--- config.mk ---
export PLATFORM = sky130hd
export DESIGN_NAME = strip_pulse_feature_extractor_flat
export DESIGN_NICKNAME = d
export VERILOG_FILES = /design/src/design/spfe_pkg.sv /design/src/design/spfe_if.sv /design/src/design/spfe_ctrl.sv /design/src/design/spfe_datapath.sv /design/src/design/strip_pulse_feature_extractor.sv /design/src/flat_wrapper.sv
export SDC_FILE = /design/constraint.sdc
export NUM_CORES = 2
export LEC_CHECK = 0
export ABC_AREA = 1
export BUFFER_PORTS_ARGS = -buffer_cell sky130_fd_sc_hd__buf_2
export CORE_MARGIN = 2
export CORE_UTILIZATION = 35
export DETAILED_ROUTE_END_ITERATION = 10
export HOLD_SLACK_MARGIN = 0.02
export PLACE_DENSITY_LB_ADDON = 0.05
export RECOVER_POWER = 25
export SKIP_LAST_GASP = 1
export SYNTH_ARGS = -nofsm -noshare
export SYNTH_HDL_FRONTEND = slang
export SYNTH_SLANG_ARGS = --single-unit
--- constraint.sdc ---
create_clock -name clk -period 9.3 [get_ports clk]
set_input_delay 0.465 -clock clk [delete_from_list [all_inputs] [get_ports clk]]
set_output_delay 0.465 -clock clk [all_outputs]
set_load 0.005 [all_outputs]
--- src/design/spfe_pkg.sv ---
`timescale 1ns / 1ps
// Shared types and constants of the strip pulse feature extractor.
// Used by the channel interfaces, controller, datapath and top level.
package spfe_pkg;

  localparam int SAMPLE_DEPTH_DEF = 32;
  localparam int CFG_IDX_W        = 3;
  localparam int CFG_DATA_W       = 64;

  localparam int STRIP_W  = 10;
  localparam int LAYER_W  = 3;
  localparam int SAMPLE_W = 12;
  localparam int TIME_W   = 18;
  localparam int X_W      = 25;
  localparam int Z_W      = 20;

  localparam logic [7:0]         PERIOD_RESET    = 8'd25;
  localparam logic [16:0]        Z_ION_UM        = 17'd2000;
  localparam logic [STRIP_W-1:0] GAP_STRIP_LIMIT = 10'd256;
  localparam logic [TIME_W-1:0]  TIME_MAX        = 18'h3FFFF;

  typedef enum logic [CFG_IDX_W-1:0] {
    CFG_SAMPLE_PERIOD = 3'd0,
    CFG_STRIP_PITCH   = 3'd1,
    CFG_DRIFT_VEL     = 3'd2,
    CFG_PLANE_Z       = 3'd3,
    CFG_GAP_LOW       = 3'd4,
    CFG_GAP_HIGH      = 3'd5
  } cfg_idx_t;

  typedef enum logic [2:0] {
    ST_IDLE,
    ST_READ,
    ST_ACC,
    ST_MUL,
    ST_DLOAD,
    ST_DIV,
    ST_POST,
    ST_FIN
  } state_t;

  typedef struct packed {
    logic sample_we;
    logic scan_start;
    logic rd_en;
    logic acc_en;
    logic mul_en;
    logic div_load;
    logic div_step;
    logic post_en;
    logic fin_en;
  } cmd_t;

  typedef struct packed {
    logic scan_done;
    logic div_done;
    logic out_free;
  } sts_t;

endpackage

--- src/design/spfe_if.sv ---
`timescale 1ns / 1ps
// Valid/ready channel interfaces for samples in and strip results out.
// Field widths come from spfe_pkg.
interface spfe_in_if;
  logic                          valid;
  logic                          ready;
  logic [spfe_pkg::STRIP_W-1:0]  strip_index;
  logic [spfe_pkg::LAYER_W-1:0]  layer_index;
  logic [spfe_pkg::SAMPLE_W-1:0] sample_value;
  logic                          last_sample;

  modport source (output valid, strip_index, layer_index, sample_value, last_sample,
                  input ready);
  modport sink   (input valid, strip_index, layer_index, sample_value, last_sample,
                  output ready);
endinterface

interface spfe_out_if;
  logic                               valid;
  logic                               ready;
  logic [spfe_pkg::STRIP_W-1:0]       hit_strip;
  logic [spfe_pkg::LAYER_W-1:0]       hit_layer;
  logic [spfe_pkg::TIME_W-1:0]        strip_time;
  logic [spfe_pkg::SAMPLE_W-1:0]      peak_charge;
  logic signed [spfe_pkg::X_W-1:0]    strip_x;
  logic signed [spfe_pkg::Z_W-1:0]    strip_z;
  logic                               overflow;

  modport source (output valid, hit_strip, hit_layer, strip_time, peak_charge, strip_x,
                         strip_z, overflow,
                  input ready);
  modport sink   (input valid, hit_strip, hit_layer, strip_time, peak_charge, strip_x,
                        strip_z, overflow,
                  output ready);
endinterface

--- src/design/spfe_ctrl.sv ---
`timescale 1ns / 1ps
// Controller: sequences sample intake, buffer scan, divide and result load.
// Depends on spfe_pkg for state, command and status types.
module spfe_ctrl (
  input  logic             clk,
  input  logic             rst_n,
  input  logic             in_valid,
  input  logic             in_last,
  output logic             in_ready,
  input  spfe_pkg::sts_t   sts,
  output spfe_pkg::cmd_t   cmd,
  output spfe_pkg::state_t state
);

  spfe_pkg::state_t state_r, state_nxt;

  always_ff @(posedge clk) begin
    if (!rst_n) begin
      state_r <= spfe_pkg::ST_IDLE;
    end else begin
      state_r <= state_nxt;
    end
  end

  always_comb begin
    state_nxt = state_r;
    cmd       = '0;
    in_ready  = 1'b0;
    case (state_r)
      spfe_pkg::ST_IDLE: begin
        in_ready       = 1'b1;
        cmd.sample_we  = in_valid;
        cmd.scan_start = in_valid && in_last;
        if (in_valid && in_last) begin
          state_nxt = spfe_pkg::ST_READ;
        end
      end
      spfe_pkg::ST_READ: begin
        if (sts.scan_done) begin
          state_nxt = spfe_pkg::ST_MUL;
        end else begin
          cmd.rd_en = 1'b1;
          state_nxt = spfe_pkg::ST_ACC;
        end
      end
      spfe_pkg::ST_ACC: begin
        cmd.acc_en = 1'b1;
        state_nxt  = spfe_pkg::ST_READ;
      end
      spfe_pkg::ST_MUL: begin
        cmd.mul_en = 1'b1;
        state_nxt  = spfe_pkg::ST_DLOAD;
      end
      spfe_pkg::ST_DLOAD: begin
        cmd.div_load = 1'b1;
        state_nxt    = spfe_pkg::ST_DIV;
      end
      spfe_pkg::ST_DIV: begin
        if (sts.div_done) begin
          state_nxt = spfe_pkg::ST_POST;
        end else begin
          cmd.div_step = 1'b1;
        end
      end
      spfe_pkg::ST_POST: begin
        cmd.post_en = 1'b1;
        state_nxt   = spfe_pkg::ST_FIN;
      end
      spfe_pkg::ST_FIN: begin
        // hold until the output register can take the result
        if (sts.out_free) begin
          cmd.fin_en = 1'b1;
          state_nxt  = spfe_pkg::ST_IDLE;
        end
      end
      default: begin
        state_nxt = spfe_pkg::ST_IDLE;
      end
    endcase
  end

  assign state = state_r;

endmodule

--- src/design/spfe_datapath.sv ---
`timescale 1ns / 1ps
// Datapath: sample buffer, accumulators, centroid sums, serial divider,
// position/depth arithmetic, configuration registers and result register.
module spfe_datapath #(
  parameter int SAMPLE_DEPTH = spfe_pkg::SAMPLE_DEPTH_DEF
) (
  input  logic                                clk,
  input  logic                                rst_n,
  input  spfe_pkg::cmd_t                      cmd,
  output spfe_pkg::sts_t                      sts,
  input  logic [spfe_pkg::STRIP_W-1:0]        strip_index,
  input  logic [spfe_pkg::LAYER_W-1:0]        layer_index,
  input  logic [spfe_pkg::SAMPLE_W-1:0]       sample_value,
  input  logic                                cfg_we,
  input  logic [spfe_pkg::CFG_IDX_W-1:0]      cfg_index,
  input  logic [spfe_pkg::CFG_DATA_W-1:0]     cfg_data,
  output logic                                out_valid,
  input  logic                                out_ready,
  output logic [spfe_pkg::STRIP_W-1:0]        hit_strip,
  output logic [spfe_pkg::LAYER_W-1:0]        hit_layer,
  output logic [spfe_pkg::TIME_W-1:0]         strip_time,
  output logic [spfe_pkg::SAMPLE_W-1:0]       peak_charge,
  output logic signed [spfe_pkg::X_W-1:0]     strip_x,
  output logic signed [spfe_pkg::Z_W-1:0]     strip_z,
  output logic                                overflow
);

  localparam int QW  = spfe_pkg::SAMPLE_W;
  localparam int AW  = (SAMPLE_DEPTH > 1) ? $clog2(SAMPLE_DEPTH) : 1;
  localparam int CW  = $clog2(SAMPLE_DEPTH + 1);
  localparam int TW  = QW + CW;        // charge total and used weight
  localparam int SW  = QW + 2 * CW;    // sum of q*(2i+1)
  localparam int NW  = SW + 11;        // 8 * period * sum
  localparam int DCW = $clog2(NW + 1);
  localparam int PW  = QW + CW + 3;    // 5*q*N
  localparam int TMW = spfe_pkg::TIME_W;

  // configuration
  logic [7:0]  period_r;
  logic [11:0] pitch_r;
  logic [15:0] dvel_r;
  logic [15:0] plane_z_r;
  logic [63:0] gap_lo_r;
  logic [63:0] gap_hi_r;

  always_ff @(posedge clk) begin
    if (!rst_n) begin
      period_r  <= spfe_pkg::PERIOD_RESET;
      pitch_r   <= '0;
      dvel_r    <= '0;
      plane_z_r <= '0;
      gap_lo_r  <= '0;
      gap_hi_r  <= '0;
    end else if (cfg_we) begin
      case (cfg_index)
        spfe_pkg::CFG_SAMPLE_PERIOD: period_r  <= cfg_data[7:0];
        spfe_pkg::CFG_STRIP_PITCH:   pitch_r   <= cfg_data[11:0];
        spfe_pkg::CFG_DRIFT_VEL:     dvel_r    <= cfg_data[15:0];
        spfe_pkg::CFG_PLANE_Z:       plane_z_r <= cfg_data[15:0];
        spfe_pkg::CFG_GAP_LOW:       gap_lo_r  <= cfg_data;
        spfe_pkg::CFG_GAP_HIGH:      gap_hi_r  <= cfg_data;
        default: ;
      endcase
    end
  end

  // sample buffer
  logic [QW-1:0] store_mem [SAMPLE_DEPTH];
  logic [QW-1:0] rd_q_r;

  logic [CW-1:0] count_r;
  logic [TW-1:0] total_r;
  logic [QW-1:0] peak_r;
  logic          drop_r;
  logic          room;

  assign room = count_r < CW'(SAMPLE_DEPTH);

  always_ff @(posedge clk) begin
    if (cmd.sample_we && room) begin
      store_mem[count_r[AW-1:0]] <= sample_value;
    end
  end

  logic [CW-1:0] idx_r;

  always_ff @(posedge clk) begin
    if (cmd.rd_en) begin
      rd_q_r <= store_mem[idx_r[AW-1:0]];
    end
  end

  always_ff @(posedge clk) begin
    if (!rst_n) begin
      count_r <= '0;
      total_r <= '0;
      peak_r  <= '0;
      drop_r  <= 1'b0;
    end else if (cmd.fin_en) begin
      count_r <= '0;
      total_r <= '0;
      peak_r  <= '0;
      drop_r  <= 1'b0;
    end else if (cmd.sample_we) begin
      if (room) begin
        count_r <= count_r + CW'(1);
        total_r <= total_r + TW'(sample_value);
        if (sample_value > peak_r) begin
          peak_r <= sample_value;
        end
      end else begin
        drop_r <= 1'b1;
      end
    end
  end

  // hit identity of the final item
  logic [spfe_pkg::STRIP_W-1:0] strip_r;
  logic [spfe_pkg::LAYER_W-1:0] layer_r;

  always_ff @(posedge clk) begin
    if (cmd.scan_start) begin
      strip_r <= strip_index;
      layer_r <= layer_index;
    end
  end

  // scan: threshold test and weighted sums
  logic [QW+CW-1:0] qn;
  logic [PW-1:0]    q5n;
  logic             keep;
  logic [AW:0]      odd;
  logic [QW+AW:0]   qodd;
  logic [SW-1:0]    wsum_t_r;
  logic [TW-1:0]    wsum_r;

  assign qn   = (QW + CW)'(rd_q_r) * (QW + CW)'(count_r);
  assign q5n  = {1'b0, qn, 2'b00} + PW'(qn);
  assign keep = q5n >= PW'(total_r);
  assign odd  = {idx_r[AW-1:0], 1'b1};
  assign qodd = (QW + AW + 1)'(rd_q_r) * (QW + AW + 1)'(odd);

  always_ff @(posedge clk) begin
    if (cmd.scan_start) begin
      idx_r    <= '0;
      wsum_t_r <= '0;
      wsum_r   <= '0;
    end else if (cmd.acc_en) begin
      idx_r <= idx_r + CW'(1);
      if (keep) begin
        wsum_t_r <= wsum_t_r + SW'(qodd);
        wsum_r   <= wsum_r + TW'(rd_q_r);
      end
    end
  end

  assign sts.scan_done = idx_r == count_r;

  // numerator: 8 * period * sum
  logic [NW-1:0] num_r;

  always_ff @(posedge clk) begin
    if (cmd.mul_en) begin
      num_r <= {(SW + 8)'(wsum_t_r) * (SW + 8)'(period_r), 3'b000};
    end
  end

  // restoring divider, one quotient bit per cycle
  logic [NW-1:0]  quo_r;
  logic [TW-1:0]  rem_r;
  logic [DCW-1:0] dcnt_r;
  logic [TW:0]    rem_sh;
  logic [TW:0]    rem_sub;
  logic           ge;

  assign rem_sh  = {rem_r, quo_r[NW-1]};
  assign rem_sub = rem_sh - {1'b0, wsum_r};
  assign ge      = rem_sh >= {1'b0, wsum_r};

  always_ff @(posedge clk) begin
    if (!rst_n) begin
      dcnt_r <= '0;
    end else if (cmd.div_load) begin
      dcnt_r <= DCW'(NW);
    end else if (cmd.div_step) begin
      dcnt_r <= dcnt_r - DCW'(1);
    end
  end

  always_ff @(posedge clk) begin
    if (cmd.div_load) begin
      quo_r <= num_r;
      rem_r <= '0;
    end else if (cmd.div_step) begin
      quo_r <= {quo_r[NW-2:0], ge};
      rem_r <= ge ? rem_sub[TW-1:0] : rem_sh[TW-1:0];
    end
  end

  assign sts.div_done = dcnt_r == '0;

  // time saturation and drift distance
  logic [TMW-1:0] t_sat;
  logic [TMW-1:0] t_r;
  logic [21:0]    dist_r;
  logic [33:0]    tdv;

  always_comb begin
    if (wsum_r == '0) begin
      t_sat = '0;
    end else if (|quo_r[NW-1:TMW]) begin
      t_sat = spfe_pkg::TIME_MAX;
    end else begin
      t_sat = quo_r[TMW-1:0];
    end
  end

  assign tdv = 34'(t_sat) * 34'(dvel_r);

  always_ff @(posedge clk) begin
    if (cmd.post_en) begin
      t_r    <= t_sat;
      dist_r <= tdv[33:12];
    end
  end

  // x position and z depth
  logic [63:0]        gap_reg;
  logic [15:0]        gap;
  logic signed [12:0] sm1;
  logic signed [25:0] x_full;
  logic [16:0]        zbase;
  logic signed [23:0] z_full;
  logic signed [spfe_pkg::Z_W-1:0] z_sat;

  assign gap_reg = layer_r[2] ? gap_hi_r : gap_lo_r;
  assign gap     = gap_reg[{layer_r[1:0], 4'b0000} +: 16];
  assign sm1     = $signed({2'b00, strip_r, 1'b0}) - 13'sd1;

  always_comb begin
    x_full = 26'(sm1) * $signed({14'b0, pitch_r});
    if (strip_r > spfe_pkg::GAP_STRIP_LIMIT) begin
      x_full = x_full + $signed({9'b0, gap, 1'b0});
    end
  end

  assign zbase = 17'(plane_z_r) + spfe_pkg::Z_ION_UM;

  always_comb begin
    if (!layer_r[2]) begin
      z_full = $signed({7'b0, zbase}) - $signed({2'b00, dist_r});
    end else begin
      z_full = $signed({2'b00, dist_r}) - $signed({7'b0, zbase});
    end
    if (z_full < -24'sd524288) begin
      z_sat = {1'b1, {(spfe_pkg::Z_W - 1){1'b0}}};
    end else if (z_full > 24'sd524287) begin
      z_sat = {1'b0, {(spfe_pkg::Z_W - 1){1'b1}}};
    end else begin
      z_sat = z_full[spfe_pkg::Z_W-1:0];
    end
  end

  // result register
  logic out_valid_r;

  assign sts.out_free = !out_valid_r || out_ready;

  always_ff @(posedge clk) begin
    if (!rst_n) begin
      out_valid_r <= 1'b0;
    end else if (cmd.fin_en) begin
      out_valid_r <= 1'b1;
    end else if (out_ready) begin
      out_valid_r <= 1'b0;
    end
  end

  always_ff @(posedge clk) begin
    if (cmd.fin_en) begin
      hit_strip   <= strip_r;
      hit_layer   <= layer_r;
      strip_time  <= t_r;
      peak_charge <= peak_r;
      strip_x     <= x_full[spfe_pkg::X_W-1:0];
      strip_z     <= z_sat;
      overflow    <= drop_r;
    end
  end

  assign out_valid = out_valid_r;

endmodule

--- src/design/strip_pulse_feature_extractor.sv ---
`timescale 1ns / 1ps
// Top level of the strip pulse feature extractor: controller plus datapath.
// Depends on spfe_pkg, spfe_if, spfe_ctrl and spfe_datapath.
//
//   channel | direction | handshake   | transaction
//   in_if   | sink      | valid/ready | one ADC sample, last_sample ends a strip
//   out_if  | source    | valid/ready | one hit result per strip
//   cfg_*   | write     | cfg_we      | one register write, no read-back
//
// Samples are taken one per cycle while idle. After the last sample the buffer
// is scanned with a read and an accumulate state per held sample, the
// numerator is formed and loaded, the divider yields NW quotient bits with
// NW = 12 + 2*clog2(SAMPLE_DEPTH+1) + 11 (35 at depth 32, one bit per cycle),
// then the post and final states load the result and return to idle.
// Reset is synchronous; the sample buffer is not cleared, only its count.
// A pending result in the output register does not block new samples; the
// next result waits in the final state until that register is free.
module strip_pulse_feature_extractor #(
  parameter int SAMPLE_DEPTH = spfe_pkg::SAMPLE_DEPTH_DEF
) (
  input  logic                            clk,
  input  logic                            rst_n,
  spfe_in_if.sink                         in_if,
  spfe_out_if.source                      out_if,
  input  logic                            cfg_we,
  input  logic [spfe_pkg::CFG_IDX_W-1:0]  cfg_index,
  input  logic [spfe_pkg::CFG_DATA_W-1:0] cfg_data
);

  spfe_pkg::cmd_t   cmd;
  spfe_pkg::sts_t   sts;
  spfe_pkg::state_t state;

  spfe_ctrl u_ctrl (
    .clk      (clk),
    .rst_n    (rst_n),
    .in_valid (in_if.valid),
    .in_last  (in_if.last_sample),
    .in_ready (in_if.ready),
    .sts      (sts),
    .cmd      (cmd),
    .state    (state)
  );

  spfe_datapath #(
    .SAMPLE_DEPTH (SAMPLE_DEPTH)
  ) u_dp (
    .clk          (clk),
    .rst_n        (rst_n),
    .cmd          (cmd),
    .sts          (sts),
    .strip_index  (in_if.strip_index),
    .layer_index  (in_if.layer_index),
    .sample_value (in_if.sample_value),
    .cfg_we       (cfg_we),
    .cfg_index    (cfg_index),
    .cfg_data     (cfg_data),
    .out_valid    (out_if.valid),
    .out_ready    (out_if.ready),
    .hit_strip    (out_if.hit_strip),
    .hit_layer    (out_if.hit_layer),
    .strip_time   (out_if.strip_time),
    .peak_charge  (out_if.peak_charge),
    .strip_x      (out_if.strip_x),
    .strip_z      (out_if.strip_z),
    .overflow     (out_if.overflow)
  );

  a_last_stalls_input: assert property (@(posedge clk) disable iff (!rst_n)
    in_if.valid && in_if.ready && in_if.last_sample |=> !in_if.ready)
    else $error("input taken right after a final sample");

  a_result_from_fin: assert property (@(posedge clk) disable iff (!rst_n)
    $rose(out_if.valid) |-> $past(cmd.fin_en))
    else $error("result raised without a load");

  a_fin_needs_room: assert property (@(posedge clk) disable iff (!rst_n)
    cmd.fin_en |-> sts.out_free && state == spfe_pkg::ST_FIN)
    else $error("result loaded over a pending one");

endmodule
--- src/flat_wrapper.sv ---
// flat-port wrapper written by rule: the top's interface ports become plain ports
module strip_pulse_feature_extractor_flat 
#(
  parameter int SAMPLE_DEPTH = spfe_pkg::SAMPLE_DEPTH_DEF
)
  (clk, rst_n, cfg_we, cfg_index, cfg_data, in_if_valid, in_if_strip_index, in_if_layer_index, in_if_sample_value, in_if_last_sample, in_if_ready, out_if_valid, out_if_hit_strip, out_if_hit_layer, out_if_strip_time, out_if_peak_charge, out_if_strip_x, out_if_strip_z, out_if_overflow, out_if_ready);
  spfe_in_if in_if_i ();
  spfe_out_if out_if_i ();
  input  logic clk;
  input  logic rst_n;
  input  logic cfg_we;
  input  logic [spfe_pkg::CFG_IDX_W-1:0] cfg_index;
  input  logic [spfe_pkg::CFG_DATA_W-1:0] cfg_data;
  input wire logic [$bits(in_if_i.valid)-1:0] in_if_valid;
  input wire logic [$bits(in_if_i.strip_index)-1:0] in_if_strip_index;
  input wire logic [$bits(in_if_i.layer_index)-1:0] in_if_layer_index;
  input wire logic [$bits(in_if_i.sample_value)-1:0] in_if_sample_value;
  input wire logic [$bits(in_if_i.last_sample)-1:0] in_if_last_sample;
  output wire logic [$bits(in_if_i.ready)-1:0] in_if_ready;
  output wire logic [$bits(out_if_i.valid)-1:0] out_if_valid;
  output wire logic [$bits(out_if_i.hit_strip)-1:0] out_if_hit_strip;
  output wire logic [$bits(out_if_i.hit_layer)-1:0] out_if_hit_layer;
  output wire logic [$bits(out_if_i.strip_time)-1:0] out_if_strip_time;
  output wire logic [$bits(out_if_i.peak_charge)-1:0] out_if_peak_charge;
  output wire logic [$bits(out_if_i.strip_x)-1:0] out_if_strip_x;
  output wire logic [$bits(out_if_i.strip_z)-1:0] out_if_strip_z;
  output wire logic [$bits(out_if_i.overflow)-1:0] out_if_overflow;
  input wire logic [$bits(out_if_i.ready)-1:0] out_if_ready;
  assign in_if_i.valid = in_if_valid;
  assign in_if_i.strip_index = in_if_strip_index;
  assign in_if_i.layer_index = in_if_layer_index;
  assign in_if_i.sample_value = in_if_sample_value;
  assign in_if_i.last_sample = in_if_last_sample;
  assign in_if_ready = in_if_i.ready;
  assign out_if_valid = out_if_i.valid;
  assign out_if_hit_strip = out_if_i.hit_strip;
  assign out_if_hit_layer = out_if_i.hit_layer;
  assign out_if_strip_time = out_if_i.strip_time;
  assign out_if_peak_charge = out_if_i.peak_charge;
  assign out_if_strip_x = out_if_i.strip_x;
  assign out_if_strip_z = out_if_i.strip_z;
  assign out_if_overflow = out_if_i.overflow;
  assign out_if_i.ready = out_if_ready;
  strip_pulse_feature_extractor #(.SAMPLE_DEPTH(SAMPLE_DEPTH)) u_core (.clk(clk), .rst_n(rst_n), .in_if(in_if_i), .out_if(out_if_i), .cfg_we(cfg_we), .cfg_index(cfg_index), .cfg_data(cfg_data));
endmodule
# After elaboration in Yosys (flattened, before gate mapping)
# Memories as Yosys holds them, arrays and structs flattened. A register that Yosys moved wholly into a read port is not among the register bits.
# Index checks and enable logic that the tools add are counted.
# word_totals
mem_bits_rw	384
romBits	0
register_bits	502
input_bits	98
out_inout_bits	91
word_cells	133
latch_bits	0
n_memories	1
# classes
eq_ne	16
reduce_logical	24
magnitude_cmp	7
n_mul	5
mux	32
n_addsub	13
bitwise_logic	2
shifts	1
n_div	0
# memory_table
name	depth	width	read_ports	rd_clocked_by_memory_dff	wr	line_no	text
u_core.u_dp.store_mem	32	12	1	1	1	spfe_datapath.sv:68	logic [QW-1:0] store_mem [SAMPLE_DEPTH];
# op_table
operator	n
$mux W35	2
$mux W64	1
$shiftx A64 B7 Y16	1
$mux W18	3
$add A18 B12 Y18	2
$mul A12 B6 Y18	2
$mul A18 B16 Y34	1
$mul A24 B8 Y32	1
$add A25 B18 Y25	1
$mul A12 B13 Y25	1
$mux W25	1
$add A24 B18 Y24	1
$gt A24 B20 Y1 const B	1
$lt A24 B20 Y1 const B	1
$mux W24	1
$pmux W3 S8	1
$sub A17 B22 Y23	1
$sub A22 B17 Y23	1
$add A20 B18 Y21	1
$ge A21 B18 Y1	1
$mux W20	1
$ge A19 B18 Y1	1
$eq A3 B3 Y1 const B	6
$logic_not A18 Y1	1
28 further kinds	66

# Depth between registers and ports, before layout
# logic_depth
ltp_word	5
ltp_mapped	41
depth_no_buf	39

# Cells and area by module
# A second synthesis with hierarchy kept.
# hier_totals
hier_cells	7794
hier_area_um2	66886.6
# modules_own_cells
mod	area_each_um2	n_inst	cells_per_inst
spfe_datapath	66652.7	1	7753
spfe_ctrl	234.0	1	41

# Least setup slack after synthesis
# OpenSTA, ideal clock, no wires.
# synth_timing
kind	register to register
startpoint	reg u_core.u_dp.strip_r[0] (netlist bit)
endpoint	reg u_core.u_dp.strip_x[20] (netlist bit), data pin
slack_ns	2.247
required_ns	9.043
n_path_buf	1
path_stages_with_launch	33
arrival_time_ns	6.796
path_cell_list	edfxtp_1 inv_1 clkbuf_1 ha_1 nand2_1 nor2_1 inv_1 nor3_2 inv_1 nor2_1 fa_1 fa_1 fa_1 fa_1 inv_1 fa_1 inv_1 ha_1 a21oi_1 nor2_1 nor2_1 nand2_1 a31oi_1 xnor2_1 ha_1 nand2_1 nor2_1 a21boi_0 nand3_1 nand3_1 a21oi_1 nand2_1 xor2_1
# synth_via
elab_chain_cells	4
word_cells_on_any_way	5
cone_classes	2 x add/sub; 1 x mul; 1 x order compare; 1 x mux
# synth_lines
element	line_no	text
start, declared	spfe_datapath.sv:118	logic [spfe_pkg::STRIP_W-1:0] strip_r;
start signal, assigned	spfe_datapath.sv:123	strip_r <= strip_index;
$sub A11 B1 Y12	spfe_datapath.sv:238	assign sm1 = $signed({2'b00, strip_r, 1'b0}) - 13'sd1;
$mul A12 B13 Y25	spfe_datapath.sv:241	x_full = 26'(sm1) * $signed({14'b0, pitch_r});
$add A25 B18 Y25	spfe_datapath.sv:243	x_full = x_full + $signed({9'b0, gap, 1'b0});
$mux W25 (*)	spfe_datapath.sv:242	if (strip_r > spfe_pkg::GAP_STRIP_LIMIT) begin
named net u_core.u_dp.x_full[20]	spfe_datapath.sv:231	logic signed [25:0] x_full;
end signal, assigned	spfe_datapath.sv:285	strip_x <= x_full[spfe_pkg::X_W-1:0];
end, declared	spfe_datapath.sv:23	output logic signed [spfe_pkg::X_W-1:0] strip_x,
# Mark *: on every way through the listed nets, which the timed path passes. The rest lies on a longest branch.
# A chain may end at the register's enable or synchronous reset.

# Worst setup path after layout
# layout_timing
startpoint	reg u_core.u_dp.quo_r[24]
endpoint	reg u_core.u_dp.dist_r[16], data pin
# layout_via
elab_chain_cells	4
# layout_lines
element	line_no	text
start, declared	spfe_datapath.sv:169	logic [NW-1:0] quo_r;
start signal, assigned	spfe_datapath.sv:192	quo_r <= num_r;
start signal, assigned	spfe_datapath.sv:195	quo_r <= {quo_r[NW-2:0], ge};
$reduce_or A17 Y1	spfe_datapath.sv:211	end else if (|quo_r[NW-1:TMW]) begin
$mux W18	spfe_datapath.sv:211	
$mux W18	spfe_datapath.sv:209	if (wsum_r == '0) begin
$mul A18 B16 Y34	spfe_datapath.sv:218	assign tdv = 34'(t_sat) * 34'(dvel_r);
named net u_core.u_dp.tdv[28]	spfe_datapath.sv:206	logic [33:0] tdv;
end signal, assigned	spfe_datapath.sv:223	dist_r <= tdv[33:12];
end, declared	spfe_datapath.sv:205	logic [21:0] dist_r;
# The timed path passes the listed nets, and every way through them passes these cells.

==> results.sh <==
export IMPL_synth_edf_count=605
export IMPL_yosysUniqueCellTypes=58
export IMPL_worstPathMaxFanout=16
export IMPL_cts_buffers=108
export IMPL_synth_common_cells="nand2_1 (1554), inv_1 (1254), nor2_1 (1002), o21ai_0 (632), edfxtp_1 (605)"
export IMPL_cts_path_max_buffers=3
export IMPL_num_vias=52840
export IMPL_syn_inst=7925
export IMPL_cts_resized_gates=0
export IMPL_min_from="cfg_data[11]"
export IMPL_hold_ws_ns=0.111
export IMPL_synth_most_common_cell="nand2_1"
export IMPL_synthTopCellsByArea="edfxtp_1 (27%), fa_1 (17%), dfxtp_1 (8.7%)"
export IMPL_overflow=0
export IMPL_violations="capacitance limit, slew limit"
export IMPL_rsz0062_at_grt="false"
export IMPL_ys_async_sr_fraction_pct=0
export IMPL_p_leak_nw=33.8
export IMPL_r2r_start="u_core.u_dp.quo_r[24]$_DFFE_PP_"
export IMPL_avgRoutedWirePerCell_um=20.3
export IMPL_drc=0
export IMPL_initial_core_util_pct=35.1
export IMPL_finalSetupViolCount=0
export IMPL_avgSynthCellArea_sq_um=8.51
export IMPL_cts_htree_levels=3
export IMPL_min_period_over_period_pct=85.3
export IMPL_grt_pass1_wl_mm=330
export IMPL_drv_slew=348
export IMPL_pin_count=189
export IMPL_placed_area_sq_um=71000
export IMPL_drive_gt1_share_pct=6.62
export IMPL_clock_latency_ns=0.80
export IMPL_tritoncts="yes"
export IMPL_drtAntennaViolNets=0
export IMPL_endpoint_kind="register"
export IMPL_drt_wl_total_mm=216
export IMPL_grt_max_degree=129
export IMPL_fin_area_sq_um=75300
export IMPL_finalSetupTns_ns=0
export IMPL_die_h_um=443
export IMPL_io_buffers=188
export IMPL_die_w_um=443
export IMPL_run_status="complete, but fails checks"
export IMPL_antenna_found_initial=9
export IMPL_syn_to_final_growth_pct=11.6
export IMPL_core_area_sq_um=192000
export IMPL_gp_congestion=0.930
export IMPL_synth_flop_cell="edfxtp_1"
export IMPL_yosys_area_top_type="edfxtp_1"
export IMPL_max_cap_violations=10
export IMPL_seq_area_frac_synth_pct=35.6
export IMPL_yosys_warnings=0
export IMPL_critPathRequiredTime_ns=9.83
export IMPL_power_density_nw_per_um2=217
export IMPL_holdPathEnd="u_core.u_dp.gap_hi_r[11]$_SDFFE_PN0P_"
export IMPL_r2r_cells=27
export IMPL_regArea_sq_um=24000
export IMPL_viasPerCell=4.95
export IMPL_path_class="register to register"
export IMPL_cts_sinks=898
export IMPL_max_slew_margin_pct=-60.6
export IMPL_cp_arrival_ns=8.46
export IMPL_hold_viol=0
export IMPL_syn_nets=9021
export IMPL_synth_seq_cells=898
export IMPL_fp_row_count=161
export IMPL_clk_pin_slew_ns=0.06
export IMPL_dp_hpwl_mm=157
export IMPL_cp_start_kind="register"
export IMPL_peakVddDrop_mv=0.226
export IMPL_fill_cells=19727
export IMPL_drtIter0Drc=3504
export IMPL_first_global_vias=53651
export IMPL_cts_root_buf="clkbuf_16"
export IMPL_min_path_type="input pin to register"
export IMPL_die_area_sq_um=196000
export IMPL_grt_use_total_pct=21.8
export IMPL_multi_input_area_sq_um=37300
export IMPL_r2r_end="u_core.u_dp.dist_r[16]$_DFFE_PP_"
export IMPL_total_power_mw=16.3
export IMPL_whs_path_depth=3
export IMPL_period_needed_ns=7.93
export IMPL_fin_skew_ns=0.0850
export IMPL_tightestPinTransition_ns=2.41
export IMPL_clock_fmax_ghz=0.126
export IMPL_r2r_setup_slack_ns=1.37
export IMPL_yosysTopAreaCellShare_pct=26.9
export IMPL_synth_area_sq_um=67400
export IMPL_drt_pass1_iterations=6
export IMPL_layout_nets=9143
worst max path at each step:
| stage | start | slack [ns] | depth (start not counted) | to |
|---|---|---|---|---|
| after global placement | u_core.u_dp.quo_r[24]$_DFFE_PP_ | 1.42 | 27 | u_core.u_dp.dist_r[16]$_DFFE_PP_ |
| after global routing | u_core.u_dp.count_r[2]$_SDFFE_PP0P_ | 0.76 | 32 | u_core.u_dp.wsum_t_r[19]$_SDFFE_PP0P_ |
| after CTS | u_core.u_dp.count_r[2]$_SDFFE_PP0P_ | 1.34 | 32 | u_core.u_dp.wsum_t_r[20]$_SDFFE_PP0P_ |
| after floorplan | u_core.u_dp.strip_r[0]$_DFFE_PP_ | 2.25 | 32 | u_core.u_dp.strip_x[20]$_DFFE_PP_ |
| after detailed placement | u_core.u_dp.quo_r[24]$_DFFE_PP_ | 1.36 | 27 | u_core.u_dp.dist_r[16]$_DFFE_PP_ |
| final | u_core.u_dp.quo_r[24]$_DFFE_PP_ | 1.37 | 27 | u_core.u_dp.dist_r[16]$_DFFE_PP_ |
flip-flops by register name, indices dropped and copies added, names as in the netlist, 16 cells and up:
name	count
u_core.u_dp.dvel_r	16
u_core.u_dp.store_mem	384
u_core.u_dp.strip_time	18
u_core.u_dp.gap_hi_r	64
u_core.u_dp.wsum_t_r	24
u_core.u_dp.rem_r	18
u_core.u_dp.gap_lo_r	64
u_core.u_dp.t_r	18
u_core.u_dp.plane_z_r	16
u_core.u_dp.strip_x	25
u_core.u_dp.total_r	18
u_core.u_dp.dist_r	22
u_core.u_dp.strip_z	20
u_core.u_dp.num_r	32
u_core.u_dp.quo_r	35
u_core.u_dp.wsum_r	18
placed cells by master (no fill, tap or decap), drive strengths merged, types with 47 or more instances in the layout:
cell type and instances:
o21ai 633, buf 268, fa 558, dfxtp 293
nand2 1560, nor3 47, dlygate4sd3 67, xor2 125
nand3 224, ha 440, clkbuf 158, clkinv 50
xnor2 59, nand4 59, edfxtp 605, inv 1270
a21oi 387, nor2 1007, o22ai 79
kinds of logic (layout without fill, tap and decap cells):
| logic type | Yosys count | in the layout | share of synthesized area (%) |
|---|---|---|---|
| AND/OR/NAND/NOR | 2941 | 2941 | 17.5 |
| buffers and inverters | 1617 | 1832 | 9.15 |
| AO/OA/AOI/OAI | 1286 | 1286 | 10.6 |
| adder cells (fa/ha/maj) | 998 | 998 | 24.7 |
| flip-flops | 898 | 898 | 35.6 |
| XOR/XNOR | 184 | 184 | 2.39 |
| multiplexers | 1 | 1 | 0.0148 |
| other | 0 | 2 | 0 |
worst max-delay path: stages, from the launching register on:
cell      delay (ns)
edfxtp_1        0.38
or2_2           0.34
nor4_4          1.02
nand2_1         0.13
nand2_1         0.34
inv_1           0.45
nand2_1         0.20
fa_1            0.43
inv_1           0.08
fa_1            0.40
inv_1           0.08
fa_1            0.46
fa_1            0.55
inv_1           0.05
fa_1            0.47
inv_1           0.05
fa_1            0.48
inv_1           0.04
ha_1            0.35
nand2_1         0.19
nor4_1          0.33
nand3_1         0.11
nand2_1         0.19
nand2_1         0.13
nand2_1         0.14
nand2_1         0.10
nand3_1         0.07
nand2_1         0.09
where the power goes:
group | switching [mW] | total [mW] | leakage [nW] | internal [mW]
clock network | 1.91 | 4.44 | 1.76 | 2.53
logic | 4.72 | 7.01 | 24.2 | 2.28
registers | 0.333 | 4.91 | 7.85 | 4.57
total | 6.96 | 16.3 | 33.8 | 9.38
final cells by class:
cell class,instances,share of cell area [%]
Antenna cell,2,0.00665
Clock buffer,141,3.90
Clock inverter,62,0.989
Inverter,1277,6.37
Multi-Input combinational cell,5410,49.5
Sequential cell,898,31.9
Tap cell,2526,4.20
Timing Repair Buffer,352,3.06
timing repair:
action / in CTS / in global routing
buffers inserted: 0 / 0
hold buffers: 67 / 0
endpoints found under the hold margin: 130 / 0
routing by layer:
metal / share of wire (%) / GRT usage (%) / vias to the layer above
li1: - / - / 25642
met1: 45 / 28.7 / 25929
met2: 48 / 37.6 / 1006
met3: 3.7 / 2.55 / 257
met4: 2.7 / 6.28 / 6
met5: 0.016 / 0 / -
through the flow:
| stage | setup slack [ns] | utilization [%] | cells |
|---|---|---|---|
| floorplan | 2.25 | - | 7925 |
| global placement | 1.42 | 37.0 | 10396 |
| detailed placement | 1.36 | 37.0 | 10396 |
| CTS | 1.34 | 39.2 | 10666 |
| global route | 0.758 | 39.2 | 10667 |
| finish | 1.37 | 39.2 | 10668 |
No activity file was read; power rests on OpenSTA's default activity.
